$ cat config.mk
export PLATFORM = sky130hd
export DESIGN_NAME = gss_ctrl
export DESIGN_NICKNAME = d
export VERILOG_FILES = /design/src/rtl/gss_pkg.sv /design/src/rtl/gss_ctrl.sv
export SDC_FILE = /design/constraint.sdc
export NUM_CORES = 1
export LEC_CHECK = 0
export BUFFER_PORTS_ARGS = -buffer_cell sky130_fd_sc_hd__buf_4
export CAP_MARGIN = 20
export CELL_PAD_IN_SITES_DETAIL_PLACEMENT = 0
export CELL_PAD_IN_SITES_GLOBAL_PLACEMENT = 1
export CORE_AREA = 2 2 39 41
export CTS_CLUSTER_DIAMETER = 150
export DETAILED_ROUTE_END_ITERATION = 8
export DIE_AREA = 0 0 41 43
export GPL_ROUTABILITY_DRIVEN = 0
export PLACE_DENSITY_LB_ADDON = 0.1
export SLEW_MARGIN = 40
export SYNTH_ARGS = -nofsm -noshare
export SYNTH_HDL_FRONTEND = slang
export SYNTH_SLANG_ARGS = --single-unit
$ cat constraint.sdc
create_clock -name i_clk -period 2.5 [get_ports i_clk]
set_clock_uncertainty 0.2 [all_clocks]
set_input_delay 0 -clock i_clk [delete_from_list [all_inputs] [get_ports i_clk]]
set_output_delay 0 -clock i_clk [all_outputs]
set_load 0.02 [all_outputs]
$ cat src/rtl/gss_pkg.sv
// Package for the generational sparse set: sizes, request and status codes,
// and the command struct from the controller to the datapath. No dependencies.
`default_nettype none

package gss_pkg;

    localparam int SLOT_COUNT = 1024;
    localparam int IDX_W      = $clog2(SLOT_COUNT);
    localparam int CNT_W      = IDX_W + 1;
    localparam int GEN_WIDTH  = 16;
    localparam int DATA_W     = 32;
    localparam int REQ_W      = 3;
    localparam int STAT_W     = 2;

    localparam logic [CNT_W-1:0] LIMIT_RESET = CNT_W'(SLOT_COUNT);
    localparam logic [CNT_W-1:0] SLOT_TOTAL  = CNT_W'(SLOT_COUNT);

    localparam logic [REQ_W-1:0] REQ_CREATE = 3'd0;
    localparam logic [REQ_W-1:0] REQ_ADD    = 3'd1;
    localparam logic [REQ_W-1:0] REQ_REMOVE = 3'd2;
    localparam logic [REQ_W-1:0] REQ_LOOKUP = 3'd3;
    localparam logic [REQ_W-1:0] REQ_CLEAR  = 3'd4;

    localparam logic [STAT_W-1:0] ST_OK      = 2'd0;
    localparam logic [STAT_W-1:0] ST_STALE   = 2'd1;
    localparam logic [STAT_W-1:0] ST_FULL    = 2'd2;
    localparam logic [STAT_W-1:0] ST_ABSENT  = 2'd3;

    typedef struct packed {
        logic accept;
        logic link;
        logic exec;
    } t_cmd;

endpackage

`default_nettype wire

$ cat src/rtl/gss_ctrl.sv
// Request sequencer for the generational sparse set: accept, link read, execute.
// Depends on gss_pkg for the command struct.
`default_nettype none

module gss_ctrl
    import gss_pkg::*;
(
    input  wire logic i_clk,
    input  wire logic i_rst_n,
    input  wire logic i_start,
    output logic      o_busy,
    output t_cmd      o_cmd
);

    typedef enum logic [2:0] {
        S_IDLE = 3'b001,
        S_LINK = 3'b010,
        S_EXEC = 3'b100
    } t_state;

    t_state r_state;
    t_state n_state;

    always_comb begin
        n_state = r_state;
        case (r_state)
            S_IDLE: begin
                if (i_start) begin
                    n_state = S_LINK;
                end
            end
            S_LINK: begin
                n_state = S_EXEC;
            end
            S_EXEC: begin
                n_state = S_IDLE;
            end
            default: begin
                n_state = S_IDLE;
            end
        endcase
    end

    always_ff @(posedge i_clk) begin
        if (!i_rst_n) begin
            r_state <= S_IDLE;
        end else begin
            r_state <= n_state;
        end
    end

    assign o_busy       = (r_state != S_IDLE);
    assign o_cmd.accept = (r_state == S_IDLE) && i_start;
    assign o_cmd.link   = (r_state == S_LINK);
    assign o_cmd.exec   = (r_state == S_EXEC);

endmodule

`default_nettype wire

==> After elaboration in Yosys (flattened, before gate mapping) <==
Index checks and enable logic that the tools add are counted.
{ "totals": {"ff_bits": 3, "inputBits": 3, "word_cells": 9} }
{ "op_classes": {"n_eq_ne": 5, "n_mux": 2, "n_reduce_logical": 1} }
{ "ops": {"columns": ["operator", "count"], "rows": [
  ["one-hot mux 3 bit (2 select lines)", 1],
  ["== test 3 x 1 -> 1 bit, second input constant", 1],
  ["== test 3 x 2 -> 1 bit, second input constant", 1],
  ["== test 3 bit, second input constant", 1],
  ["2-to-1 mux 3 bit", 1],
  ["inequality test 3 x 1 -> 1 bit, second input constant", 1],
  ["inequality test 2 bit, second input constant", 1],
  ["logical AND 1 bit", 1]
]} }

==> Longest topological paths before layout <==
Gate-level depths: netlist (run 1).
{ "logic_depth": {"depth_word": 2, "ltp_mapped": 3, "mapped_depth_nobuf": 2} }

==> Worst setup path after synthesis (run 1) <==
Ideal clock, no wire load.
{ "synth_timing": {"path_type": "register to output", "startpoint": "register r_state[0]", "endpoint": "output o_cmd[2] (netlist bit)", "arrival_ns": 1.050, "required_ns": 2.300, "setup_slack_ns": 1.250, "stages_incl_launch_ff": 3, "n_path_buf": 0, "path_cell_list": "dfxtp_1 -> or3b_1 -> nor2_2"} }
{ "synth_rtl": {"columns": ["element", "line_no", "source"], "rows": [
  ["start, declared", "gss_ctrl.sv:21", "t_state r_state;"],
  ["start signal, assigned", "gss_ctrl.sv:48", "r_state <= n_state;"],
  ["end, declared", "gss_ctrl.sv:12", "output t_cmd o_cmd"]
]} }

==> metrics.md, run 1 <==
| Metric | Value |
|---|---|
| Outcome | `finished, final reports clean` |
| CP cell instances | `or3b_1, nor2_2, buf_4` |
| Fmax | `716 MHz` |
| CTS Sinks | `3` |
| Hold/Removal Path Class | `reg2reg` |
| Drt first-iter violations | `0` |
| Syn_nets | `18` |
| Type of origin of the critical path | `flip-flop` |
| Post-synthesis mux area share | `0%` |
| DR WL/cell | `7.48 um` |
| Slew @ Worst Pin | `0.174 ns` |
| Worst Reg-to-Reg Cells | `2` |
| Power density cells | `637 nW/um^2` |
| Total track usage | `4.61%` |
| I/O Pins | `7` |
| GRT overflow | `0` |
| Seq pwr share | `33.1%` |
| Share of total power in the clock network | `between 50% and 60%` |
| Syn. warnings | `0` |
| Combinational share of power | `roughly 16%` |
| Top reg by flops | `r_state` |
| Register area | `60.1 um^2` |
| Antenna Nets Post-Route | `0` |
| Crit-path slowest cell | `or3b_1` |
| Worst setup EP type | `output pin` |
| Xor-xnor portion of the synthesized cell area | `0%` |
| Register area share after synthesis | `between 40% and 50%` |
| CTS tree | `done` |
| Syn-to-layout area delta | `70.3%` |
| Top Registers | `r_state (3)` |
| Met1 wire length | `122 um` |
| CP required | `roughly 2.3 ns` |
| DRC errors left | `0` |
| Final setup fails | `0` |
| Count of final hold-check violations | `0` |
| Critical path peak fanout | `5` |
| Commonest non-fill, non-tap cell in the layout | `buf_4` |
| Max Root-Sink Buffers | `2` |
| RSZ-0062 raised after global routing | `false` |
| CTS Root Cell | `clkbuf_4` |
| Commonest non-fill, non-tap cells in the layout | `buf_4 (6), clkbuf_4 (3), dfxtp_1 (3)` |
| Nets | `30` |
| Core region area | `1380 um^2` |
| Top sig layer | `met3` |
| Compound-Gate Fraction of Synth Area | `3.39%` |
| Synth Area in Adders | `0%` |
| TNS Setup | `0 ns` |
| Path type of the worst setup path | `reg2out` |
| Met3 Wirelength | `20 um` |
| Die width | `between 40 and 50 um` |
| Area share of the largest cell type after synthesis | `40.7%` |
| Initial Util | `10.7%` |
| Mapped Area | `148 um^2` |
| IO Port Bufs | `6` |
| Synth Area in Simple Gates | `between 40% and 50%` |
| CTS H-tree depth | `1` |
| Pleak | `0.120 nW` |
| Clk_lat worst skew | `0.23 ns` |
| Avg Inst Size Synth | `just under 10 um^2` |
| Synth cell types | `12` |
| Tmin final | `1.40 ns` |
| Multi-input gate area | `76.3 um^2` |
| Rel. slew slack | `between 80% and 90%` |
| Cell taking the most area after synthesis | `dfxtp_1` |
| #FFs+latches synth | `3` |
| DRT Pass-1 Iters | `1` |
| Wirelength, routed | `314 um` |
| Via-per-instance ratio | `3.29` |
| Worst path max stage delay | `between 0.3 and 0.4 ns` |
| Initial antenna violation count | `0` |
| Met2 WL | `between 150 and 200 um` |
| Internal | `0.000124 W` |
| Syn Inst Count | `15` |
| Post-CTS Setup Inserts | `0` |
| Row count | `14` |
| Largest net degree at the start of global routing | `6` |
| Arrival time at the worst endpoint | `1.20 ns` |
| DIE HEIGHT | `43 um` |
| Main combinational cell family by area after synthesis | `simple AND/OR/NAND/NOR gates` |
| Worst vdd ir | `about 0.11 mV` |
| Hold Path Stages | `2` |
| Clock Pin Slew Worst Setup and Hold Paths | `0.04 ns` |
| Max FFs per register | `3` |
| First-pass GRT wire length | `a little over 500 um` |
| Max Slew Vio Count | `0` |
| Die area | `~1800 um^2` |
| Fillers | `172` |
| Psw | `0.0000357 W` |
| Max-cap violation count | `0` |
| Synth area leaders | `dfxtp_1 (41%), nor2b_1 (8.5%), and4b_2 (7.6%)` |
| Share of layout cells above drive strength 1 | `around half` |
| Vias in the first global route | `130` |
| Via count | `138` |
| Sw frac | `22.3%` |
| CTS buffer count | `3` |
| Post-route clock period utilization | `55.8%` |
| Ant diodes | `0` |
| Total power draw | `between 0.00015 and 0.0002 W` |
[routing by layer]
layer  global-route usage (%)  up-vias
li1                         -       71
met1                     5.45       63
met2                     5.31        4
met3                     3.14        0
met4                     4.00        0
met5                        0        -
[timing repair]
item                                   in CTS  in global routing
endpoints found under the hold margin       3                  0
gates resized for setup                     0                  0
hold buffers                                2                  0
[kinds of logic (layout without fill, tap and decap cells)]
group,after synthesis,in the layout
compound gates,1,1
simple gates,9,9
flops,3,3
buf+inv,2,13
[worst paths after layout]
kind,startpoint,end,slack [ns]
setup / recovery,r_state[0]$_SDFFE_PN1P_,o_cmd[2],1.10
hold / removal,r_state[2]$_SDFFE_PN0P_,r_state[0]$_SDFFE_PN1P_,0.34
setup reg to reg,r_state[0]$_SDFFE_PN1P_,r_state[2]$_SDFFE_PN0P_,1.46
hold reg to reg,r_state[2]$_SDFFE_PN0P_,r_state[0]$_SDFFE_PN1P_,0.34
[synth_stat cells]
| cell | number |
|---|---|
| and3b_2 | 1 |
| nor2b_1 | 2 |
| nor3b_1 | 1 |
| and2b_2 | 1 |
| and4b_2 | 1 |
| o21ai_0 | 1 |
| inv_1 | 1 |
| dfxtp_1 | 3 |
| or3b_1 | 1 |
| buf_4 | 1 |
| nor2_2 | 1 |
| and2_1 | 1 |
[worst max-delay path: cells and delay by family (launching register included)]
family	cells	cell delay, ns
DFF	1	0.36
buffers and inverters	1	0.14
and+or+nand+nor	2	0.48
[area by class of cell]
type                    count  area share, %
well taps                  16           7.96
repair buffers              8           25.9
multi-input cells          10           30.3
flip-flops and latches      3           23.9
clock buffers               4           10.4
inverters                   1           1.49
[per-stage QoR]
| step | cell area [um^2] | cells | utilization [%] | hold WS (ns) | setup WS (ns) |
|---|---|---|---|---|---|
| after floorplan | 148 | 15 | - | -0.0943 | 1.25 |
| after global placement | 205 | 36 | 14.8 | 0.140 | 1.35 |
| after detailed placement | 205 | 36 | 14.8 | 0.117 | 1.33 |
| after CTS | 251 | 42 | 18.2 | 0.351 | 1.09 |
| after global routing | 251 | 42 | 18.2 | 0.394 | 1.03 |
| final | 251 | 42 | 18.2 | 0.341 | 1.10 |
[power groups by stage]
| stage | clock (W) | combinational, W | sequential (W) |
|---|---|---|---|
| 3_3_place_gp | 0 | 0.0000234 | 0.0000537 |
| 6_report | 0.0000820 | 0.0000252 | 0.0000530 |
| 3_5_place_dp | 0 | 0.0000229 | 0.0000539 |
| 5_1_grt | 0.0000897 | 0.0000271 | 0.0000535 |
| 4_1_cts | 0.0000850 | 0.0000256 | 0.0000531 |
| 2_1_floorplan | 0 | 0.0000141 | 0.0000530 |
Power figures use the tool's default switching activity.
==> inputs of run 2 (changes only) <==
clock period = 1.2 ns   (was 2.5 ns; I/O delays follow)
==> metrics.md, run 2 (synthesis results as in run 1) <==
| Metric | Value |
|---|---|
| Fillers | `163` |
| CTS H-tree depth | `1` |
| Top reg by flops | `r_state` |
| Max FFs per register | `3` |
| Worst setup EP type | `output pin` |
| Max Slew Vio Count | `0` |
| Largest net degree at the start of global routing | `6` |
| Path type of the worst setup path | `reg2out` |
| DRC errors left | `0` |
| Vias in the first global route | `between 150 and 200` |
| Commonest non-fill, non-tap cells in the layout | `buf_4 (6), clkbuf_4 (3), nor2b_1 (2), dlygate4sd3_1 (2), dfxtp_2 (2)` |
| Placed cell area | `213 um^2` |
| CP required | `1.00 ns` |
| Worst Reg-to-Reg Cells | `3` |
| Die area | `1760 um^2` |
| Register area | `62.6 um^2` |
| Initial antenna violation count | `0` |
| Commonest non-fill, non-tap cell in the layout | `buf_4` |
| RSZ-0062 raised after global routing | `true` |
| Arrival time at the worst endpoint | `1.19 ns` |
| IO Port Bufs | `6` |
| Hold_sp | `r_state[2]$_SDFFE_PN0P_` |
| Max-cap violation count | `0` |
| CTS tree | `done` |
| DR WL/cell | `8.33 um` |
| Ant diodes | `0` |
| Critical R2R Launch | `r_state[0]$_SDFFE_PN1P_` |
| Worst Setup SP | `r_state[0]$_SDFFE_PN1P_` |
| Total track usage | `~6.4%` |
| Top sig layer | `met4` |
| Fmax | `721 MHz` |
| Dpl hpwl | `259 um` |
| Worst vdd ir | `0.469 mV` |
| GRT overflow | `0` |
| Worst Hold Slack | `roughly 0.34 ns` |
| Multi-input gate area | `83.8 um^2` |
| Top Registers | `r_state (3)` |
| Clock Pin Slew Worst Setup and Hold Paths | `0.04 ns` |
| Final setup fails | `3` |
| Reg2Reg Setup Slack | `0.07 ns` |
| Initial Util | `about a tenth` |
| Pleak | `around 0.13 nW` |
| Met2 WL | `around 120 um` |
| I/O Pins | `7` |
| Rel. slew slack | `89.0%` |
| Type of origin of the critical path | `flip-flop` |
| DIE HEIGHT | `43 um` |
| Tmin final | `~1.4 ns` |
| Hold Path Stages | `2` |
| Post-route clock period utilization | `116%` |
| Drt first-iter violations | `0` |
| First-pass GRT wire length | `579 um` |
| Wirelength, routed | `358 um` |
| DRT Pass-1 Iters | `1` |
| Antenna Nets Post-Route | `0` |
| Hold/Removal Path Class | `reg2reg` |
| Via-per-instance ratio | `between 3 and 4` |
| Share of layout cells above drive strength 1 | `63.0%` |
| Met1 wire length | `between 150 and 200 um` |
| Via count | `145` |
| CTS Root Cell | `clkbuf_4` |
| Max Root-Sink Buffers | `2` |
| TNS Setup | `-0.414 ns` |
| Core region area | `1380 um^2` |
| Met3 Wirelength | `about 41 um` |
| Failing checks | `negative setup slack` |
| Final instance area | `roughly 270 um^2` |
| Outcome | `complete, but fails checks` |
| Syn-to-layout area delta | `84.7%` |
| Worst slack, placed | `-0.000294 ns` |
| Row count | `14` |
| Critical path peak fanout | `5` |
| Count of final hold-check violations | `0` |
| CTS buffer count | `3` |
| Nets | `31` |
| Power density cells | `between 1000 and 1500 nW/um^2` |
| CTS Sinks | `3` |
| Die width | `41 um` |
| Slew @ Worst Pin | `0.165 ns` |
| Worst Slack Setup Final | `-0.187 ns` |
| Clk_lat worst skew | `0.23 ns` |
## run 2: stage by stage
step                total power, W  std cells  util, %
finish                    0.000351         43     19.7
global route              0.000384         43     19.7
CTS                       0.000358         43     19.6
detailed placement        0.000168         36     15.4
global placement          0.000168         36     15.4
floorplan                 0.000147         15        -
## run 2: cell type report
type | count | area share (%)
timing repair buffer | 9 | 28.0
sequential | 3 | 22.9
inverter | 1 | 1.38
multi-input combinational | 10 | 30.7
clock buffer | 4 | 9.63
tap | 16 | 7.34
## run 2: final timing paths
path / endpoint
min: r_state[0]$_SDFFE_PN1P_
min reg2reg: r_state[0]$_SDFFE_PN1P_
max reg2reg: r_state[2]$_SDFFE_PN0P_
max: o_cmd[2]
## run 2: metal layers
layer	track usage (%)	vias to the layer above
met5	0	-
met4	14.0	0
met3	4.19	4
met2	5.94	9
met1	5.13	59
li1	-	73
## run 2: critical path: stages (launching register included)
cell and delay [ns]:
dfxtp_2 0.35, or3b_4 0.40, nor2_4 0.09, buf_6 0.12
## run 2: report_power, final
group / internal (W) / switching (W)
sequential: 0.000107 / 0.00000575
clock: 0.000125 / 0.0000511
combinational: 0.0000370 / 0.0000261
total: 0.000268 / 0.0000830
## run 2: what timing repair did
action	in CTS	in global routing
setup endpoints to repair	3	4
hold endpoints to repair	3	0
hold buffers	2	0
buffers inserted	1	0
resized for setup	2	1
